--- src/sv/kbht_pkg.sv ---
// Shared types, codes and handshake structs of the keyed bucket hash table.
package kbht_pkg;

  localparam int KIND_W   = 2;
  localparam int KEY_W    = 14;
  localparam int IO_REC_W = 32;
  localparam int STATUS_W = 2;

  localparam logic [KIND_W-1:0] KIND_LOOKUP = 2'd0;
  localparam logic [KIND_W-1:0] KIND_INSERT = 2'd1;
  localparam logic [KIND_W-1:0] KIND_REMOVE = 2'd2;

  localparam logic [STATUS_W-1:0] STAT_OK        = 2'd0;
  localparam logic [STATUS_W-1:0] STAT_NOT_FOUND = 2'd1;
  localparam logic [STATUS_W-1:0] STAT_PRESENT   = 2'd2;
  localparam logic [STATUS_W-1:0] STAT_FULL      = 2'd3;

  typedef enum logic [3:0] {
    S_CLEAR,
    S_IDLE,
    S_HASH,
    S_SCALE,
    S_REDUCE,
    S_ROW,
    S_DECIDE,
    S_ACT,
    S_RESP
  } state_t;

  typedef struct packed {
    logic clear;
    logic capture;
    logic hash;
    logic scale;
    logic reduce;
    logic row;
    logic decide;
    logic act;
    logic resp;
  } cmd_t;

  typedef struct packed {
    logic clear_last;
    logic out_free;
  } dstat_t;

endpackage

--- src/sv/kbht_ctrl.sv ---
// Controller state machine that sequences each request through the datapath.
module kbht_ctrl (
  input  logic            clk,
  input  logic            rst,
  input  logic            in_valid,
  input  kbht_pkg::dstat_t dstat,
  output kbht_pkg::cmd_t  cmd,
  output logic            in_stall
);
  import kbht_pkg::*;

  state_t state, state_next;

  always_ff @(posedge clk) begin
    if (rst) begin
      state <= S_CLEAR;
    end else begin
      state <= state_next;
    end
  end

  always_comb begin
    state_next = state;
    unique case (state)
      S_CLEAR:  if (dstat.clear_last) state_next = S_IDLE;
      S_IDLE:   if (in_valid) state_next = S_HASH;
      S_HASH:   state_next = S_SCALE;
      S_SCALE:  state_next = S_REDUCE;
      S_REDUCE: state_next = S_ROW;
      S_ROW:    state_next = S_DECIDE;
      S_DECIDE: state_next = S_ACT;
      S_ACT:    state_next = S_RESP;
      S_RESP:   if (dstat.out_free) state_next = S_IDLE;
      default:  state_next = S_CLEAR;
    endcase
  end

  always_comb begin
    cmd = '0;
    in_stall = (state != S_IDLE);
    unique case (state)
      S_CLEAR:  cmd.clear = 1'b1;
      S_IDLE:   cmd.capture = in_valid;
      S_HASH:   cmd.hash = 1'b1;
      S_SCALE:  cmd.scale = 1'b1;
      S_REDUCE: cmd.reduce = 1'b1;
      S_ROW:    cmd.row = 1'b1;
      S_DECIDE: cmd.decide = 1'b1;
      S_ACT:    cmd.act = 1'b1;
      S_RESP:   cmd.resp = dstat.out_free;
      default:  cmd = '0;
    endcase
  end

endmodule

--- config.mk ---
export PLATFORM = sky130hd
export DESIGN_NAME = kbht_ctrl
export DESIGN_NICKNAME = d
export VERILOG_FILES = /design/src/sv/kbht_pkg.sv /design/src/sv/kbht_ctrl.sv
export SDC_FILE = /design/constraint.sdc
export NUM_CORES = 1
export LEC_CHECK = 0
export ABC_AREA = 1
export BUFFER_PORTS_ARGS = -buffer_cell sky130_fd_sc_hd__buf_2
export CAP_MARGIN = 0
export CORE_AREA = 2 2 39 41
export DETAILED_ROUTE_END_ITERATION = 12
export DIE_AREA = 0 0 41 43
export HOLD_SLACK_MARGIN = 0.12
export PLACE_DENSITY = 0.5
export SLEW_MARGIN = 30
export SYNTH_ARGS = -nofsm -noshare
export SYNTH_HDL_FRONTEND = slang
export SYNTH_SLANG_ARGS = --single-unit
export TNS_END_PERCENT = 10
--- constraint.sdc ---
create_clock -name clk -period 1.2 [get_ports clk]
set_input_delay 0.24 -clock clk [delete_from_list [all_inputs] [get_ports clk]]
set_output_delay 0.24 -clock clk [all_outputs]
set_load 0.005 [all_outputs]
; ---- Word level (Yosys, flattened, before mapping)
; Index checks and enable logic that the tools add are counted.
[word_totals]
register_bits = 4
latchBits = 0
ram_bits = 0
romBits = 0
input_bits = 5
out_inout_bits = 10
elab_cells = 28
n_memories = 0
[op_classes]
n_addsub = 0
n_mul = 0
div = 0
order_cmp = 0
eq_ne = 12
shifts = 0
muxes = 13
bitwise_logic = 0
n_reduce_logical = 2
[op_table]
columns = operator, count
row1 = 4-bit one-hot mux with 9 select lines, 1
row2 = "4-bit by 3-bit equality test with 1-bit output, second input constant", 4
row3 = 4-bit two-way mux, 3
row4 = 1-bit two-way mux, 9
row5 = "4-bit by 2-bit equality test with 1-bit output, second input constant", 2
row6 = "2-bit != test, second input constant", 3
row7 = "4-bit by 1-bit equality test with 1-bit output, second input constant", 1
row8 = "4-bit equality test, second input constant", 1
row9 = 4-bit zero test, 1
row10 = "4-bit by 1-bit != test with 1-bit output, second input constant", 1
row11 = 3-bit AND reduction, 1

; ---- Logic depth before layout (Yosys ltp)
; Gate-level depths: netlist (run 1).
[depth]
depth_word = 3
mapped_depth = 6

; ---- Worst setup path after synthesis (run 1)
; OpenSTA, ideal clock, no wires.
[synth_timing]
path_kind = reg-to-output
start = register state[1]
end = output port cmd[0] (netlist bit)
arrival_ps = 769
required_time_ps = 960
slack_ps = 191
path_stages_with_launch = 4
n_path_buf = 0
path_cell_list = dfxtp_1 nor2_2 nand2_1 nor3_1
[synth_rtl]
columns = element, line_no
row1 = "start, declared", kbht_ctrl.sv:12  ; state_t state, state_next;
row2 = "start signal, assigned", kbht_ctrl.sv:18  ; state <= state_next;
row3 = "end, declared", kbht_ctrl.sv:7  ; output kbht_pkg::cmd_t cmd,

==> flow_results.org, run 1 <==
** Critical path
- Delay of the slowest cell on the worst path :: 0.36 ns
- Crit path DAT :: 1.04 ns
- Kind of end point of the critical path :: output pin
- Count of cells along the worst register-to-register path :: 7
- Traced cell by cell, the critical path runs through nor2_4 > nand2_2 > nor3_2 > buf_2.
- The worst setup path is of the register to output pin kind.
- The worst setup path is launched from a register.
- In this run the worst path has a maximum fanout of 5.
- The setup check on the worst reg-to-reg path leaves a slack of 0.11 ns.
- STA puts the critical path data required time at 0.96 ns.
- The slowest stage of the critical path is the dfxtp_4 cell.
- Worst reg2reg startpoint :: state[2]
- In this run the critical register-to-register path is captured at state[0].

** Power and ir drop
- Combinational share of power :: 34.1%
- Net switching is 31.44% of the power.
- Power per Cell Area :: 1010 nW/µm²
- VDD sags by at most 405.3 µV.
- The clock network burns 32.1% of the power.
- Cell Int Power :: 340.4 µW
- Static leakage power :: 0.0002672 µW
- Flop pwr share :: 33.8%
- After layout, the design draws a total of 496.5 µW.
- For this design the total switching power over the nets is 156.1 µW.

** Floorplan
- The die covers 1763 µm².
- Row generation in the floorplan step produced 14 rows.
- 15 I/O pins were placed.
- Standard cell core area :: 1384 µm²
- The die is 41 µm wide.
- Starting density of the core :: 20.25%
- From bottom edge to top edge, the die measures 43 µm.

** Yosys
- Dividing the synthesized area by the synthesized cell count gives 6.228 µm².
- Seq/Total Area, Yosys :: 28.57%
- In the post-synthesis netlist, the biggest area contributors are dfxtp_1 29%, inv_1 13%, nor3_1 8.9%, nor2_1 8.0%, nand3_1 7.1%.
- In this run, distinct cell masters in the synthesized netlist total 13.
- Flop and latch count out of synthesis :: 4
- The cell area that synthesis handed to floorplanning was 280.3 µm².
- The share of synthesized area in the top cell type comes to 28.57%.
- Synthesized netlist net count :: 50
- Post-synthesis cell type with the largest combined area :: dfxtp_1
- Synthesis handed over a netlist of 45 instances.
- Yosys warns :: 0

** Flow run
- Max-capacitance violation count :: 0

** STA
- The number of failing hold endpoints at the final stage came to 0.
- Setup clock skew after layout :: 0.0006795 ns
- Final-report setup violation count :: 9
- Static timing analysis puts the maximum clock frequency at 778.8 MHz.
- Share of the clock period used by the worst path :: 107.0%
- Setup repair after global routing could not meet its margin everywhere.
- Across all setup checks in the final design, the least slack found is -0.08403 ns.
- After layout, the minimum clock period comes to 1.284 ns.
- Measured slew at the worst slew-check pin :: 0.1444 ns
- In this run the tightest slew margin relative to its limit is 90.30%.
- The final-report max-slew violation count was 0.
- After routing, the total negative slack on setup checks comes to -0.4920 ns.

** Route
- Antenna-violating nets left :: 0
- Dividing the detail-routed via count by the number of cells gives 4.381.
- The first detailed-routing pass ran for 4 iterations.
- First-iteration detailed-routing DRC count :: 4
- In the final routed layout, each cell accounts on average for 9.226 µm.
- Summing over every cut layer, the via total after detailed routing is 368.
- For this run, design rule violations remaining after detail routing come to 0.
- Wires add up to 775 µm.

** Finish
- Synth-to-layout area growth :: 75.45%
- Flip-flop count of the largest register, all copies and words added :: 4
- Layout cell share with drive strength beyond 1 :: 64.71%
- Number of fill cells in the layout :: 161
- Counting flops per register, the top entry is state.
- At the end of the flow the core is filled with cells to 35.53%.
- Leaving out fill and tap cells, the most frequent cell in the layout is buf_2.
- Commonest non-fill, non-tap cells in the layout :: 14 x buf_2, 6 x inv_1, 6 x nor2_1, 5 x buf_4, 4 x inv_2
- In the final layout, the registers with the most flip-flops are state: 4 flops.
- 0 antenna diodes ended up in the layout.
- Number of nets at the end of the flow :: 75

** CTS
- Hold buffers post-CTS :: 0
- Root cell of the clock tree :: clkbuf_4
- After clock tree synthesis, the clock-pin slew on the worst setup and hold paths is 0.03 ns.
- For the worst-skew pair, the clock arrives at the later sink with an insertion delay of 0.23 ns.
- CTS built an H-tree with a depth of 1.
- Total number of clock tree sinks :: 4
- TritonCTS created 3 clock buffers.
- TritonCTS built the clock tree.
- The longest clock path from root to sink contains 2 buffers.

** Outcome
- The final reports fail on negative setup slack.
- The run finished, with violations left.

** GRT
- For this run the aggregate overflow at the end of global routing stands at 0.
- The number of global-route vias before repair came to 338.
- The first global-routing pass estimated 1317 µm of wire.
- Largest net degree at the start of global routing :: 7
- For this run, the total global-route usage over all layers was measured as 11.06%.
- Initial antenna violation count :: 0

** Min path
- The startpoint identified for the worst hold timing path is rst.
- HP Class :: primary input to register
- The worst hold path passes through 2 cells.
- Endpoint, Worst Hold :: state[2]

** Placement
- The congestion estimate from routability-driven global placement came to 0.7810.
- The wire-length estimate of the detail-placed layout is 562.1 µm.
- In this run the tool buffered the top-level ports with 14 buffer cells.
critical path: cells and delay by family (launching register included):
kind                   cells  cell delay (ns)
flip-flops                 1             0.36
buffers and inverters      1             0.13
AND/OR/NAND/NOR            3             0.34
per-stage QoR:
step | instances | instance area [µm²] | hold slack, ns | worst slack (ns)
after CTS | 83 | 457.9 | 0.1994 | -0.09402
final | 84 | 491.7 | 0.2080 | -0.08403
after global placement | 78 | 392.9 | 0.4522 | 0.05457
after global routing | 84 | 491.7 | 0.2200 | -0.1388
after floorplan | 45 | 280.3 | 0.3091 | 0.1905
after detailed placement | 78 | 392.9 | 0.4550 | 0.07806
per-layer routing:
| metal | routed length, µm | global-route usage, % | up-vias |
|---|---|---|---|
| met4 | 0 | 8.000 | 0 |
| met1 | 319 | 14.19 | 165 |
| met3 | 59 | 3.141 | 0 |
| met5 | 0 | 0 | - |
| met2 | 396 | 15.00 | 13 |
| li1 | - | - | 190 |
synthesized netlist by cell type:
cell and n:
nand3b_1 1, nor2_1 6, dfxtp_1 4, a21oi_1 2, nor2_2 3, nand3_1 4
o21ai_0 1, nand3b_2 1, nand3_2 2, nand2_1 5, inv_1 10, nor3_1 5
inv_2 1
kinds of logic (layout without fill, tap and decap cells):
kind of cell / count (synthesis) / count (layout) / share of synthesized area [%]
and+or+nand+nor: 27 / 27 / 51.34
buffers and inverters: 11 / 34 / 14.73
DFF: 4 / 4 / 28.57
AOI/OAI and AO/OA: 3 / 3 / 5.356
how the worst max path moves through the flow:
stage | start | to | depth (start not counted)
3_5_place_dp | state[2] | cmd[6] | 4
4_1_cts | state[0] | cmd[0] | 4
2_1_floorplan | state[1] | cmd[0] | 3
6_report | state[1] | cmd[0] | 4
3_3_place_gp | state[2] | cmd[6] | 4
5_1_grt | state[1] | cmd[0] | 4
power by group through the flow:
stage | sequential [µW] | combinational [µW] | clock (µW)
6_report | 168 | 169 | 159
4_1_cts | 167 | 150 | 171
2_1_floorplan | 161 | 83.5 | 0
3_5_place_dp | 164 | 139 | 0
5_1_grt | 171 | 192 | 176
3_3_place_gp | 165 | 140 | 0
timing repair:
action | CTS | global route
setup buffers | 2 | 1
pin swaps | 3 | 4
setup endpoints to repair | 10 | 11
resized for setup | 12 | 9
final cells by class:
class                      instances  area (µm²)  area share, %
clock buffer                       3       22.52          4.580
inverter                          11       43.79          8.906
multi-input combinational         30       193.9          39.44
sequential                         4       92.59          18.83
tap                               16       20.02          4.071
timing repair buffer              20       118.9          24.17
Power figures use the tool's default switching activity.
==> run 2, diff against run 1 <==
--- a/config.mk
+++ b/config.mk
@@ -12,7 +12,7 @@
 export DETAILED_ROUTE_END_ITERATION = 12
 export DIE_AREA = 0 0 41 43
 export HOLD_SLACK_MARGIN = 0.12
-export PLACE_DENSITY = 0.5
+export PLACE_DENSITY = 0.51
 export SLEW_MARGIN = 30
 export SYNTH_ARGS = -nofsm -noshare
 export SYNTH_HDL_FRONTEND = slang
==> constraint.sdc (replaced) <==
create_clock -name clk -period 1.13 [get_ports clk]
set_input_delay 0.226 -clock clk [delete_from_list [all_inputs] [get_ports clk]]
set_output_delay 0.226 -clock clk [all_outputs]
set_load 0.005 [all_outputs]
==> run 2 against run 1 <==
Against the previous run: the flow still finishes with violations (negative setup slack); register-to-register slack is essentially flat; first-iteration DRC count decreased by 25%; non-clock buffer count increased by 1; via count down 3.0%; sequential power rose by 6%; sequential share of layout area fell by 0.14 points; critical path type unchanged; critical endpoint unchanged.
==> flow_results.org, run 2 (synthesis results as in run 1) <==
** STA
- The final-report max-slew violation count was 0.
- Worst hold margin :: 0.1893 ns
- For the final database, setup skew stands at 0.001000 ns.
- Min cycle time layout :: 1.303 ns
- Setup violations remaining at the end of the flow were counted as 10.
- Setup repair after global routing missed its margin :: yes
- The worst pin sits at a relative slew slack of 90.02%.
- Measured slew at the worst slew-check pin :: 0.1486 ns
- Crit path setup slack, layout :: -0.1726 ns
- Final hold viol count :: 0
- Share of the clock period used by the worst path :: 115.3%
- Achievable clock frequency :: 767.7 MHz

** Critical path
- In this run the critical register-to-register path is launched from state[2].
- Kind of cell with the highest combined delay on the critical path :: flip-flops
- The number of cells on the worst reg-to-reg path is 6.
- Data required time at the worst endpoint :: 0.90 ns
- In this run the register-to-register setup slack is 0.10 ns.
- Of all nets on the critical path, the largest fanout is 5.
- Timing startpoint of the critical path :: state[1]
- The worst setup path is captured at an output pin.
- CP Buf/Inv Count :: 1
- The worst setup path is of the register to output pin kind.
- List of cells traversed by the critical path :: nor2_4 > nand2_2 > nor3_2 > buf_2
- The worst register-to-register path ends at state[0].
- Data on the critical path arrives at its endpoint at 1.08 ns.
- Critical path destination :: cmd[0]
- Delay of the slowest cell on the worst path :: 0.36 ns
- The worst setup path is launched from a register.
- Standard cell with the maximum stage delay on the critical path :: dfxtp_4
- The critical path crosses 4 cells after its start point.

** Min path
- The worst hold path belongs to the class primary input to register.

** GRT
- Global routing consumed, on the met2 layer, 16.25% of the routing resources.
- Met3 routing resource usage after global routing :: 3.141%
- met2 is the most crowded layer.
- Global routing consumed, on the met1 layer, 13.46% of the routing resources.
- First-pass GRT wire length :: 1297 µm
- Number of global-route vias before repair :: 325
- All-Layer GR Usage :: 10.93%
- Initial antenna violation count :: 0
- Largest net degree at the start of global routing :: 7
- Grt total ovfl :: 0

** Placement
- The count of buffers added on input and output ports is 14.
- The congestion estimate from routability-driven global placement came to 0.7467.
- Half-perimeter wire length of the detailed placement result :: 591.9 µm

** Finish
- Leaving out fill and tap cells, the most frequent cells in the layout are 14 x buf_2, 7 x inv_1, 7 x buf_4, 6 x nor2_1.
- The repair_antennas step left the layout with diodes totalling 0.
- Leaving out fill and tap cells, the most frequent cell in the layout is buf_2.
- Synth-to-layout area growth :: 76.79%
- Number of fill cells in the layout :: 163
- The register with the most flip-flops in the layout has 4 of them.
- Largest registers :: state: 4 flops
- Register containing the most flip-flops in the final layout :: state
- Number of nets at the end of the flow :: 76
- The post-route netlist has 63.77% of its cells at a drive strength greater than 1.

** CTS
- Number of buffers on the longest clock path :: 2
- The root buffer cell chosen for the clock tree is clkbuf_4.
- Total number of clock tree sinks :: 4
- TritonCTS clock tree :: done
- In this run the number of H-tree levels came out at 1.
- The number of clock buffers added by TritonCTS is 3.
- Worst-skew pair later-pin latency :: 0.23 ns
- The number of hold buffers added after CTS was 0.
- Clock slew at the register clock pins of the worst setup and hold paths :: 0.04 ns

** Power and ir drop
- Across the VDD grid, the largest voltage drop is 542.3 µV.
- Power per Cell Area :: 1092 nW/µm²
- After layout, the design draws a total of 540.9 µW.
- Static leakage power :: 0.0002721 µW

** Route
- The detailed router finished its first iteration with 3 violations.
- DRT Pass-1 Iters :: 4
- Via-to-Cell Ratio :: 4.200
- For this run, design rule violations remaining after detail routing come to 0.
- The routed layout has 357 vias.
- For this block, the routed nets add up to 832 µm of wire.
- The detail route stage leaves a number of antenna-violating nets equal to 0.
- Average detailed-routed wire length per instance :: 9.788 µm

** Floorplan
- Top-level port count :: 15
- Number of placement rows :: 14
- The die is 41 µm wide.
- The core region is 1384 µm².
- Die area :: 1763 µm²
- In this run the vertical extent of the chip is 43 µm.
- The initial utilization of the core area, before any placement, comes to 20.25%.

** Outcome
- The checks that failed: negative setup slack.
- The flow ran to the end, but the final reports show violations.

** Flow run
- Max-capacitance violation count :: 0
## run 2: routing by layer
metal	up-vias	share of wire, %	wire length (µm)
met1	147	45	373
met3	0	8.5	71
li1	193	-	-
met2	17	47	388
met4	0	0	0
met5	-	0	0
## run 2: report_power, final
| group | internal, µW | switching, µW | leakage, µW |
|---|---|---|---|
| sequential | 155 | 22.6 | 0.0000353 |
| combinational | 97.5 | 93.8 | 0.000223 |
| clock | 118 | 53.3 | 0.0000138 |
## run 2: repair_timing
action | CTS | global route
setup endpoints to repair | 10 | 10
buffers inserted | 1 | 3
gates resized for setup | 10 | 9
pin swaps | 2 | 4
## run 2: worst min path at each step
stage | from | endpoint | cells past startpoint
after floorplan | rst | state[2] | 1
after global placement | rst | state[3] | 2
after detailed placement | rst | state[2] | 2
after CTS | rst | state[2] | 2
after global routing | rst | state[1] | 2
final | rst | state[2] | 2
## run 2: through the flow
stage | area, µm² | instances | TNS (ns) | util, % | setup WS (ns)
floorplan | 280.3 | 45 | 0 | - | 0.1345
global placement | 392.9 | 78 | -0.03249 | 28.39 | -0.03249
detailed placement | 392.9 | 78 | -0.001452 | 28.39 | -0.001452
CTS | 447.9 | 82 | -1.251 | 32.37 | -0.1617
global route | 495.5 | 85 | -1.681 | 35.80 | -0.2177
finish | 495.5 | 85 | -1.011 | 35.80 | -0.1726
## run 2: cell type report
| cell class | count | area (µm²) | area share, % |
|---|---|---|---|
| multi-input combinational | 30 | 193.9 | 39.14 |
| timing repair buffer | 21 | 122.6 | 24.75 |
| sequential | 4 | 92.59 | 18.69 |
| inverter | 11 | 43.79 | 8.838 |
| clock buffer | 3 | 22.52 | 4.545 |
| tap | 16 | 20.02 | 4.040 |
